<file path="src/design/mfcr_pkg.sv">
// ----------------------------------------------------------------------------
// mfcr_pkg
// Shared types, register indexes, status codes and the CRC-16 byte update
// for the frame check and routing block.
// ----------------------------------------------------------------------------
package mfcr_pkg;

    localparam int unsigned BYTE_W    = 8;
    localparam int unsigned CRC_W     = 16;
    localparam int unsigned DEST_W    = 4;
    localparam int unsigned CFG_IDX_W = 2;

    localparam logic [CRC_W-1:0]  CRC_INIT = 16'hFFFF;
    localparam logic [CRC_W-1:0]  CRC_POLY = 16'hA001;
    localparam logic [BYTE_W-1:0] LEN_MAX  = 8'hFF;
    localparam logic [BYTE_W-1:0] LEN_MIN  = 8'd3;

    // Reset values of the configuration registers.
    localparam logic              RST_WILDCARD_EN  = 1'b1;
    localparam logic [BYTE_W-1:0] RST_WILDCARD_VAL = 8'hAA;
    localparam logic [DEST_W-1:0] RST_BCAST_MASK   = 4'h3;

    typedef enum logic [CFG_IDX_W-1:0] {
        CFG_WILDCARD_EN  = 2'd0,
        CFG_WILDCARD_VAL = 2'd1,
        CFG_BCAST_MASK   = 2'd2
    } t_cfg_idx;

    typedef enum logic [1:0] {
        ST_OK       = 2'd0,
        ST_CRC_ERR  = 2'd1,
        ST_SHORT    = 2'd2,
        ST_BAD_ADDR = 2'd3
    } t_status;

    typedef struct packed {
        logic              wildcard_en;
        logic [BYTE_W-1:0] wildcard_val;
        logic [DEST_W-1:0] bcast_mask;
    } t_cfg;

    typedef struct packed {
        t_status           status;
        logic [DEST_W-1:0] dest_mask;
        logic              is_broadcast;
        logic [BYTE_W-1:0] frame_length;
    } t_result;

    // Reflected CRC-16 update over one byte, LSB first.
    function automatic logic [CRC_W-1:0] crc16_byte(input logic [CRC_W-1:0] c,
                                                    input logic [BYTE_W-1:0] b);
        logic [CRC_W-1:0] v;
        v = c ^ {8'h00, b};
        for (int k = 0; k < 8; k++) begin
            if (v[0]) begin
                v = (v >> 1) ^ CRC_POLY;
            end else begin
                v = v >> 1;
            end
        end
        return v;
    endfunction

endpackage

</file>
<file path="src/design/mfcr_frame.sv">
// ----------------------------------------------------------------------------
// mfcr_frame
// Per-frame state (CRC, two-byte trailer delay line, address, length) and
// the end-of-frame check and routing decision for the byte being stepped.
// ----------------------------------------------------------------------------
module mfcr_frame #(
    parameter int unsigned NUM_CLIENTS = 4
) (
    input  logic                       i_clk,
    input  logic                       i_rst_n,
    input  logic                       i_step,
    input  logic [mfcr_pkg::BYTE_W-1:0] i_byte,
    input  logic                       i_eof,
    input  mfcr_pkg::t_cfg             i_cfg,
    output mfcr_pkg::t_result          o_result
);

    localparam int unsigned MAX_ADDR = (NUM_CLIENTS < mfcr_pkg::DEST_W) ?
                                       NUM_CLIENTS : mfcr_pkg::DEST_W;
    localparam logic [mfcr_pkg::DEST_W-1:0] CLIENT_MASK =
        mfcr_pkg::DEST_W'((1 << MAX_ADDR) - 1);

    logic [mfcr_pkg::CRC_W-1:0]  r_crc,   n_crc;
    logic [mfcr_pkg::BYTE_W-1:0] r_d0,    n_d0;
    logic [mfcr_pkg::BYTE_W-1:0] r_d1,    n_d1;
    logic [mfcr_pkg::BYTE_W-1:0] r_addr,  n_addr;
    logic [mfcr_pkg::BYTE_W-1:0] r_count, n_count;

    logic [mfcr_pkg::CRC_W-1:0]  crc_upd;
    logic [mfcr_pkg::BYTE_W-1:0] addr_upd;
    logic [mfcr_pkg::BYTE_W-1:0] len_upd;
    logic [mfcr_pkg::BYTE_W-1:0] addr_m1;
    logic                        lo_ok, hi_ok;

    always_comb begin
        // The byte two places back enters the CRC only once it is known
        // not to belong to the trailer.
        crc_upd  = (r_count[7:1] != '0) ? mfcr_pkg::crc16_byte(r_crc, r_d1) : r_crc;
        addr_upd = (r_count == '0) ? i_byte : r_addr;
        len_upd  = (r_count == mfcr_pkg::LEN_MAX) ? r_count : r_count + 8'd1;
        addr_m1  = addr_upd - 8'd1;

        lo_ok = (r_d0 == crc_upd[7:0]) ||
                (i_cfg.wildcard_en && (r_d0 == i_cfg.wildcard_val));
        hi_ok = (i_byte == crc_upd[15:8]) ||
                (i_cfg.wildcard_en && (i_byte == i_cfg.wildcard_val));

        o_result.is_broadcast = (addr_upd == '0);
        o_result.frame_length = len_upd;
        o_result.dest_mask    = '0;
        if (len_upd < mfcr_pkg::LEN_MIN) begin
            o_result.status = mfcr_pkg::ST_SHORT;
        end else if (!(lo_ok && hi_ok)) begin
            o_result.status = mfcr_pkg::ST_CRC_ERR;
        end else if (addr_upd == '0) begin
            o_result.status    = mfcr_pkg::ST_OK;
            o_result.dest_mask = i_cfg.bcast_mask & CLIENT_MASK;
        end else if (addr_upd <= mfcr_pkg::BYTE_W'(MAX_ADDR)) begin
            o_result.status    = mfcr_pkg::ST_OK;
            o_result.dest_mask = mfcr_pkg::DEST_W'(1) << addr_m1[1:0];
        end else begin
            o_result.status = mfcr_pkg::ST_BAD_ADDR;
        end

        n_crc   = r_crc;
        n_d0    = r_d0;
        n_d1    = r_d1;
        n_addr  = r_addr;
        n_count = r_count;
        if (i_step) begin
            if (i_eof) begin
                n_crc   = mfcr_pkg::CRC_INIT;
                n_d0    = '0;
                n_d1    = '0;
                n_addr  = '0;
                n_count = '0;
            end else begin
                n_crc   = crc_upd;
                n_d0    = i_byte;
                n_d1    = r_d0;
                n_addr  = addr_upd;
                n_count = len_upd;
            end
        end
    end

    always_ff @(posedge i_clk) begin
        if (!i_rst_n) begin
            r_crc   <= mfcr_pkg::CRC_INIT;
            r_d0    <= '0;
            r_d1    <= '0;
            r_addr  <= '0;
            r_count <= '0;
        end else begin
            r_crc   <= n_crc;
            r_d0    <= n_d0;
            r_d1    <= n_d1;
            r_addr  <= n_addr;
            r_count <= n_count;
        end
    end

endmodule

</file>
<file path="src/design/modbus_frame_check_router_core.sv">
// ----------------------------------------------------------------------------
// modbus_frame_check_router_core
// Checks the CRC-16 trailer of Modbus RTU frames and routes valid frames.
// ----------------------------------------------------------------------------
// Frame bytes enter on the input channel (i_in_valid / o_in_ready) with a
// mark on the final byte. One result leaves on the output channel
// (o_out_valid / i_out_ready) for each frame, on its final byte; other bytes
// give no result. A byte is registered on transfer into the input register;
// when it is stepped, the frame logic updates the CRC and, on the final byte,
// writes the check and routing result into the output register. One byte is
// taken every cycle; the only limit is the single output register. When the
// receiver stalls and a result waits, ordinary bytes still flow, and a final
// byte stays in the input register, holding o_in_ready low, until the
// waiting result is taken.
// The configuration port writes wildcard enable, wildcard value and broadcast
// mask by index; indexes past the last register are ignored. Write it only
// while no frame is in flight. Reset clears the channels, the frame state and
// restores the configuration defaults.
// ----------------------------------------------------------------------------
module modbus_frame_check_router_core #(
    parameter int unsigned NUM_CLIENTS = 4
) (
    input  logic                          i_clk,
    input  logic                          i_rst_n,
    input  logic                          i_in_valid,
    output logic                          o_in_ready,
    input  logic [mfcr_pkg::BYTE_W-1:0]   i_data_byte,
    input  logic                          i_end_of_frame,
    output logic                          o_out_valid,
    input  logic                          i_out_ready,
    output logic [1:0]                    o_status,
    output logic [mfcr_pkg::DEST_W-1:0]   o_dest_mask,
    output logic                          o_is_broadcast,
    output logic [mfcr_pkg::BYTE_W-1:0]   o_frame_length,
    input  logic                          i_cfg_we,
    input  logic [mfcr_pkg::CFG_IDX_W-1:0] i_cfg_index,
    input  logic [mfcr_pkg::BYTE_W-1:0]   i_cfg_data
);

    mfcr_pkg::t_cfg    r_cfg;
    mfcr_pkg::t_result frame_res;
    mfcr_pkg::t_result r_out;

    logic                        r_in_valid;
    logic [mfcr_pkg::BYTE_W-1:0] r_in_byte;
    logic                        r_in_eof;
    logic                        r_out_valid;
    logic                        step;
    logic                        out_free;

    // A final byte needs a free output register; other bytes never wait.
    assign out_free   = !r_out_valid || i_out_ready;
    assign step       = r_in_valid && (!r_in_eof || out_free);
    assign o_in_ready = !r_in_valid || step;

    always_ff @(posedge i_clk) begin
        if (!i_rst_n) begin
            r_cfg.wildcard_en  <= mfcr_pkg::RST_WILDCARD_EN;
            r_cfg.wildcard_val <= mfcr_pkg::RST_WILDCARD_VAL;
            r_cfg.bcast_mask   <= mfcr_pkg::RST_BCAST_MASK;
        end else if (i_cfg_we) begin
            case (mfcr_pkg::t_cfg_idx'(i_cfg_index))
                mfcr_pkg::CFG_WILDCARD_EN:  r_cfg.wildcard_en  <= i_cfg_data[0];
                mfcr_pkg::CFG_WILDCARD_VAL: r_cfg.wildcard_val <= i_cfg_data;
                mfcr_pkg::CFG_BCAST_MASK:   r_cfg.bcast_mask   <= i_cfg_data[3:0];
                default: begin
                end
            endcase
        end
    end

    always_ff @(posedge i_clk) begin
        if (!i_rst_n) begin
            r_in_valid <= 1'b0;
        end else if (o_in_ready) begin
            r_in_valid <= i_in_valid;
        end
    end

    always_ff @(posedge i_clk) begin
        if (o_in_ready && i_in_valid) begin
            r_in_byte <= i_data_byte;
            r_in_eof  <= i_end_of_frame;
        end
    end

    mfcr_frame #(
        .NUM_CLIENTS(NUM_CLIENTS)
    ) u_frame (
        .i_clk   (i_clk),
        .i_rst_n (i_rst_n),
        .i_step  (step),
        .i_byte  (r_in_byte),
        .i_eof   (r_in_eof),
        .i_cfg   (r_cfg),
        .o_result(frame_res)
    );

    always_ff @(posedge i_clk) begin
        if (!i_rst_n) begin
            r_out_valid <= 1'b0;
        end else if (step && r_in_eof) begin
            r_out_valid <= 1'b1;
        end else if (i_out_ready) begin
            r_out_valid <= 1'b0;
        end
    end

    always_ff @(posedge i_clk) begin
        if (step && r_in_eof) begin
            r_out <= frame_res;
        end
    end

    assign o_out_valid    = r_out_valid;
    assign o_status       = r_out.status;
    assign o_dest_mask    = r_out.dest_mask;
    assign o_is_broadcast = r_out.is_broadcast;
    assign o_frame_length = r_out.frame_length;

endmodule

</file>
<file path="config.mk">
export PLATFORM = sky130hd
export DESIGN_NAME = modbus_frame_check_router_core
export DESIGN_NICKNAME = d
export VERILOG_FILES = /design/src/design/mfcr_pkg.sv /design/src/design/mfcr_frame.sv /design/src/design/modbus_frame_check_router_core.sv
export SDC_FILE = /design/constraint.sdc
export NUM_CORES = 1
export LEC_CHECK = 0
export ABC_CLOCK_PERIOD_IN_PS = 5680
export BUFFER_PORTS_ARGS = -buffer_cell sky130_fd_sc_hd__buf_2
export CAP_MARGIN = 20
export CORE_MARGIN = 1.5
export CORE_UTILIZATION = 40
export CTS_CLUSTER_SIZE = 25
export DETAILED_ROUTE_END_ITERATION = 8
export HOLD_SLACK_MARGIN = 0.02
export SLEW_MARGIN = 40
export SYNTH_ARGS = -nofsm -noshare
export SYNTH_HDL_FRONTEND = slang
export SYNTH_SLANG_ARGS = --single-unit
</file>
<file path="constraint.sdc">
create_clock -name i_clk -period 5.68 [get_ports i_clk]
set_input_delay 0.284 -clock i_clk [delete_from_list [all_inputs] [get_ports i_clk]]
set_output_delay 0.284 -clock i_clk [all_outputs]
set_load 0.03 [all_outputs]
</file>
* Word level (Yosys, flattened, before mapping)
Cells that the tools add are included.
** Storage, ports and cells
- Output and inout port bits :: 17
- Bits in registers :: 87
- Input bits :: 24
- Word-level logic and storage cells :: 83
** Operators by class
- Order comparisons :: 2
- Reduce and logical (&&, ||, !) cells :: 23
- Bitwise gates (word level) :: 10
- Shift-type cells :: 1
- Add/sub/neg operators :: 2
- Equality and inequality tests :: 7
- Muxes and demuxes :: 22
** Operators by type and width (number)
- two-way mux 16 bit :: 10
- two-way mux 8 bit :: 6
- equality test 8 bit :: 4
- inverter 2 -> 3 bit :: 8
- logical NOT 8 bit :: 2
- XOR 16 x 8 -> 16 bit :: 1
- adder 8 x 1 -> 8 bit, second input constant :: 1
- equality test 8 bit, second input constant :: 1
- less-or-equal comparator 8 x 3 -> 1 bit, second input constant :: 1
- < comparator 8 x 2 -> 1 bit, second input constant :: 1
- nonzero test 7 bit :: 1
- logical AND 1 bit :: 6
- two-way mux 6 bit :: 1
- AND reduction 2 bit :: 3
- logical OR 1 bit :: 5
- two-way mux 2 bit :: 2
- two-way mux 4 bit :: 1
- left shift 1 x 2 -> 4 bit, first input constant :: 1
- logical NOT 1 bit :: 3
- equality test 2 x 1 -> 1 bit, second input constant :: 1
- equality test 2 bit, second input constant :: 1
- logical NOT 2 bit :: 1
- two-way mux 1 bit :: 2
- nonzero test 2 bit :: 1
- other kinds (3) :: 3

* Longest topological paths before layout
- Depth after elaboration :: 23
- Mapped depth :: 10
- Depth with buffers taken out :: 9

* By module
From an unflattened synthesis, not the netlist that was laid out.
** Unflattened totals
- Cell total of the unflattened synthesis :: 468
- Area, all modules :: 4514.3 µm²
** By module, submodules not included
- mfcr_frame :: instances 1, sequential area each 960.9 µm², area an instance 3149.3 µm², cells each 377
- modbus_frame_check_router_core :: instances 1, sequential area each 1021.0 µm², area an instance 1365.1 µm², cells each 91

* Least setup slack after synthesis
No wires, ideal clock.
- Path type :: register to register
- From :: reg u_frame.r_crc[4] (netlist name)
- To :: reg r_out, in the netlist o_dest_mask[0], data pin
- Arrival :: 2.135 ns
- Buffers on the path :: 0
- Setup time :: 0.261 ns
- Data required time :: 5.419 ns
- Stages on the path, launching flop included :: 9
- Slack :: 3.284 ns
- Clock period less this slack :: 2.396 ns
- Cells stage by stage :: dfxtp_1 -> xnor2_4 -> xnor3_1 -> xor3_2 -> and3_1 -> nor3_1 -> nor4_4 -> o211ai_2 -> nor3_1
** On the way
- Word-level cells in the longest chain between the ends :: 17
- Elaborated cells on any way between the ends :: 20
- Those cells by class :: eq/ne (2); mux (9); bitwise (5); reduce/logical (4)
** Ends and longest elaborated chain
- start, declared :: RTL line mfcr_frame.sv:23 : logic [mfcr_pkg::CRC_W-1:0] r_crc, n_crc;
- start signal, assigned :: RTL line mfcr_frame.sv:89 : r_crc <= mfcr_pkg::CRC_INIT;
- start signal, assigned :: RTL line mfcr_frame.sv:95 : r_crc <= n_crc;
- XOR 16 x 8 -> 16 bit :: RTL line mfcr_pkg.sv:53 : v = c ^ {8'h00, b};
- two-way mux 16 bit (3 in a row) :: RTL line mfcr_pkg.sv:55 : if (v[0]) begin
- inverter 2 -> 3 bit (no line)
- two-way mux 16 bit (3 in a row) :: RTL line mfcr_pkg.sv:55
- two-way mux 16 bit or inverter 2 -> 3 bit (tied branches)
- inverter 2 -> 3 bit (no line) or two-way mux 16 bit (tied branches)
- two-way mux 16 bit :: RTL line mfcr_pkg.sv:55
- two-way mux 16 bit (*) :: RTL line mfcr_frame.sv:38 : crc_upd = (r_count[7:1] != '0) ? mfcr_pkg::crc16_byte(r_crc, r_d1) : r_crc;
- equality test 8 bit :: RTL line mfcr_frame.sv:45 : hi_ok = (i_byte == crc_upd[15:8]) ||
- logical OR 1 bit :: RTL line mfcr_frame.sv:45
- logical AND 1 bit (*) :: RTL line mfcr_frame.sv:53 : end else if (!(lo_ok && hi_ok)) begin
- inverter 1 bit (no line) (*)
- OR reduction 2 bit (no line) (*)
- end signal, assigned :: RTL line modbus_frame_check_router_core.sv:111 : r_out <= frame_res;
- end, declared :: RTL line modbus_frame_check_router_core.sv:42 : mfcr_pkg::t_result r_out;
Every way passes the cells marked *; elsewhere a longest branch is shown, timed or not.
A chain may end at the register's enable or synchronous reset.

* Final worst setup path
- From :: reg u_frame.r_count[3] (netlist name)
- To :: reg r_out, in the netlist o_status[0], data pin
** On the way
- Word-level cells in the longest chain between the ends :: 6
- Elaborated cells on any way between the ends :: 18
- Those cells by class :: add/sub (1); order compare (2); eq/ne (3); mux (6); reduce/logical (6)
** Ends and longest elaborated chain
- start, declared :: RTL line mfcr_frame.sv:27 : logic [mfcr_pkg::BYTE_W-1:0] r_count, n_count;
- start signal, assigned :: RTL line mfcr_frame.sv:99 : r_count <= n_count;
- parallel branches: the longest is 6 deep, another holds adder 8 x 1 -> 8 bit
Parallel ways; which one is timed is not known.

==> run summary <==
number of design rule violations left after detail routing: 0
number of buffer cells added on primary ports: 40
Worst Setup End Kind: flop
type of element launching the critical path: flop
maximum number of pins on one net before global-route repair: 49
post-cts repair resize count: 0
number of endpoints failing setup at the final stage: 0
utilization after layout: 0.456
Tightest Pin Transition: 0.756 ns
TritonCTS clock tree: done
Final HPWL DP: 7330 µm
synthesized netlist cell count: 454
total wire length: 10,100 µm
status: finished, final reports clean
num ports: 41
sequential-to-total area share from yosys stat: 0.440
initial antenna violation count: 0
peak supply drop: 132 µV
setup repair bufs after CTS: 0
number of enable-type register cells in the synthesized netlist: 24
worst min path class: input pin to flop
routed vias/inst: 5.28
hold buffer count at CTS: 0
Total Routing Usage GR: 0.184
Relative slew margins: 0.496
setup TNS after final layout: 0 ns
per-cell routed wire length: 16.2 µm
Syn Std Cell Area: 0.00450 mm²
Congestion Overflow GR: 0
Skew-Pair Late Insertion Delay: 0.36 ns
pwr dens: 235 mW/mm²
minimum clock period: 2.88 ns
Fin. Hold Viols: 0
Distinct cells, synth: 54
site row count: 38
first-pass GRT wire length: 16,500 µm
Hold Crit Depth: 1
n_diodes: 0
CP Max Fanout: 11
CTS buffer count: 9
TritonCTS sink count: 87
post-route ant nets: 0
Leakage Power: 1.98 nW
clk_skew: 0.0105 ns
standard cell core area: 0.0109 mm²
drt first-iter violations: 137
Max Cap Violations: 0
critical path type: flop to flop
number of levels the H-tree was split into: 3
global placement routability congestion: 0.860
x dimension of the die: 109 µm
number of vias in the routed layout: 3,302
hold slack: 0.0881 ns
final period utilization: 0.507
setup repair after global routing missed its margin: false
clock-pin transition on the worst setup and hold timing paths: 0.08 ns
Final Non-Filler Cells: 625
Die Height: 109 µm
async set-or-reset flop fraction in the synthesized netlist: 0
total of flip-flops plus latches after synthesis: 87
Placed Instances: 609
data required time at the worst endpoint: 5.80 ns
number of global-route vias before repair: 3,186
Starting Density: 0.413
fraction of layout instances using a drive strength above 1: 0.146
total number of yosys warnings: 0
Syn Nets: 480
Die Area: 0.0119 mm²
root buf cell: clkbuf_8
count of fill cells added during filler insertion: 1,051
clk buf depth: 2
final layout net count: 506
final max-slew violation count: 0
Synth-to-Final Area Change: 10.3%
count of cells along the worst register-to-register path: 8
DR pass1 iterations: 5
total power draw: 1.17 mW
top flip-flop cell by instance count after synthesis: dfxtp_1
average size of a mapped cell: 9.91 µm²
Achievable Freq: 347 MHz
worst path arrival time: 3.01 ns
## area by class of cell
class / instances / area, µm² / share of cell area
clock inverter: 1 / 5.00 / 0.00101
tap: 140 / 175 / 0.0353
clock buffer: 15 / 166 / 0.0335
inverter: 12 / 45.0 / 0.00907
timing repair buffer: 41 / 208 / 0.0418
multi-input combinational: 329 / 2380 / 0.480
sequential: 87 / 1980 / 0.399
## cell families (layout without fill, tap and decap cells)
family	after synthesis	count (layout)	synth area share
buffers and inverters	38	69	0.0325
multiplexers	24	24	0.0542
XOR/XNOR	61	61	0.148
adder cells (fa/ha/maj)	2	2	0.00556
AO/OA/AOI/OAI	78	78	0.122
flip-flops	87	87	0.440
AND/OR/NAND/NOR	164	164	0.197
## flip-flops by register name (all words and copies together), names as in the netlist
signal	flops
u_frame.r_count	8
o_is_broadcast	1
r_in_valid	1
o_out_valid	1
u_frame.r_crc	16
o_dest_mask	4
r_cfg	13
u_frame.r_d1	8
o_status	2
u_frame.r_addr	8
u_frame.r_d0	8
r_in_eof	1
r_in_byte	8
o_frame_length	8
## worst paths after layout
kind                       from              end  slack (ns)
max          u_frame.r_count[3]      o_status[0]        2.80
min              i_data_byte[7]     r_in_byte[7]        0.09
max reg2reg  u_frame.r_count[3]      o_status[0]        2.80
min reg2reg     u_frame.r_d1[5]  u_frame.r_d1[5]        0.48
## per-layer routing
metal | wire length [µm] | track usage | up-vias | share of wire
met4 | 168 | 0.0959 | 0 | 0.017
met5 | 0 | 0 | - | 0
met1 | 4630 | 0.246 | 1574 | 0.46
met3 | 415 | 0.0233 | 12 | 0.041
met2 | 4930 | 0.290 | 64 | 0.49
li1 | - | - | 1652 | -
## through the flow
step | worst slack (ns) | cell area, µm²
floorplan | 3.28 | 4500
global placement | 2.80 | 4780
detailed placement | 2.80 | 4790
CTS | 2.79 | 4960
global route | 2.54 | 4960
finish | 2.80 | 4960
## cell usage in the layout, fill, tap and decap left out, types with 3 or more instances in the layout
cell type,netlist,layout
nor4_1,5,5
nor2_1,13,13
mux2i_1,21,21
edfxtp_1,24,24
a31oi_1,5,4
inv_1,12,12
o211ai_1,12,12
and2_1,6,6
clkbuf_8,0,11
and3_1,4,3
nor3_1,11,11
clkbuf_1,23,4
nand4_1,5,5
nand3b_1,16,16
xnor2_1,19,19
o21ai_0,10,10
mux2_2,3,3
a21boi_0,18,18
xor2_1,32,32
nand2_1,56,55
nor2b_1,22,21
a22oi_1,13,13
nand3_1,14,14
buf_2,3,40
a21oi_1,6,6
dfxtp_1,63,63
## synth_stat cells (4+ instances only)
master     n  area share
nor2_1    13       0.011
and2_1     6      0.0083
xor2_1    32       0.062
mux2i_1   21       0.047
nand4_1    5      0.0070
a22oi_1   13       0.022
and3_1     4      0.0056
xnor2_1   19       0.037
a21oi_1    6      0.0067
dfxtp_1   63        0.28
nor4_1     5      0.0070
nor3_1    11       0.012
nand3b_1  16       0.027
o21ai_0   10       0.011
clkbuf_1  23       0.019
edfxtp_1  24        0.16
inv_1     12       0.010
a21boi_0  18       0.030
a31oi_1    5      0.0070
o211ai_1  12       0.020
nand2_1   56       0.047
nand3_1   14       0.016
nor2b_1   22       0.031
## worst max-delay path, stage by stage (launching register included)
cell and delay, ns:
dfxtp_1 0.42, nor4_4 0.41, nand2_1 0.40, mux2i_1 0.37, xnor2_1 0.15, nand4_1 0.19, nor4_4 0.35, o21ai_1 0.14
a21o_1 0.20
## power breakdown
| part | leakage [nW] | total [mW] | internal [mW] | switching [mW] |
|---|---|---|---|---|
| sequential | 0.740 | 0.674 | 0.651 | 0.0222 |
| combinational | 1.15 | 0.101 | 0.0440 | 0.0565 |
| clock | 0.0877 | 0.392 | 0.183 | 0.209 |
| total | 1.98 | 1.17 | 0.879 | 0.287 |
(Power assumes the default switching activity.)
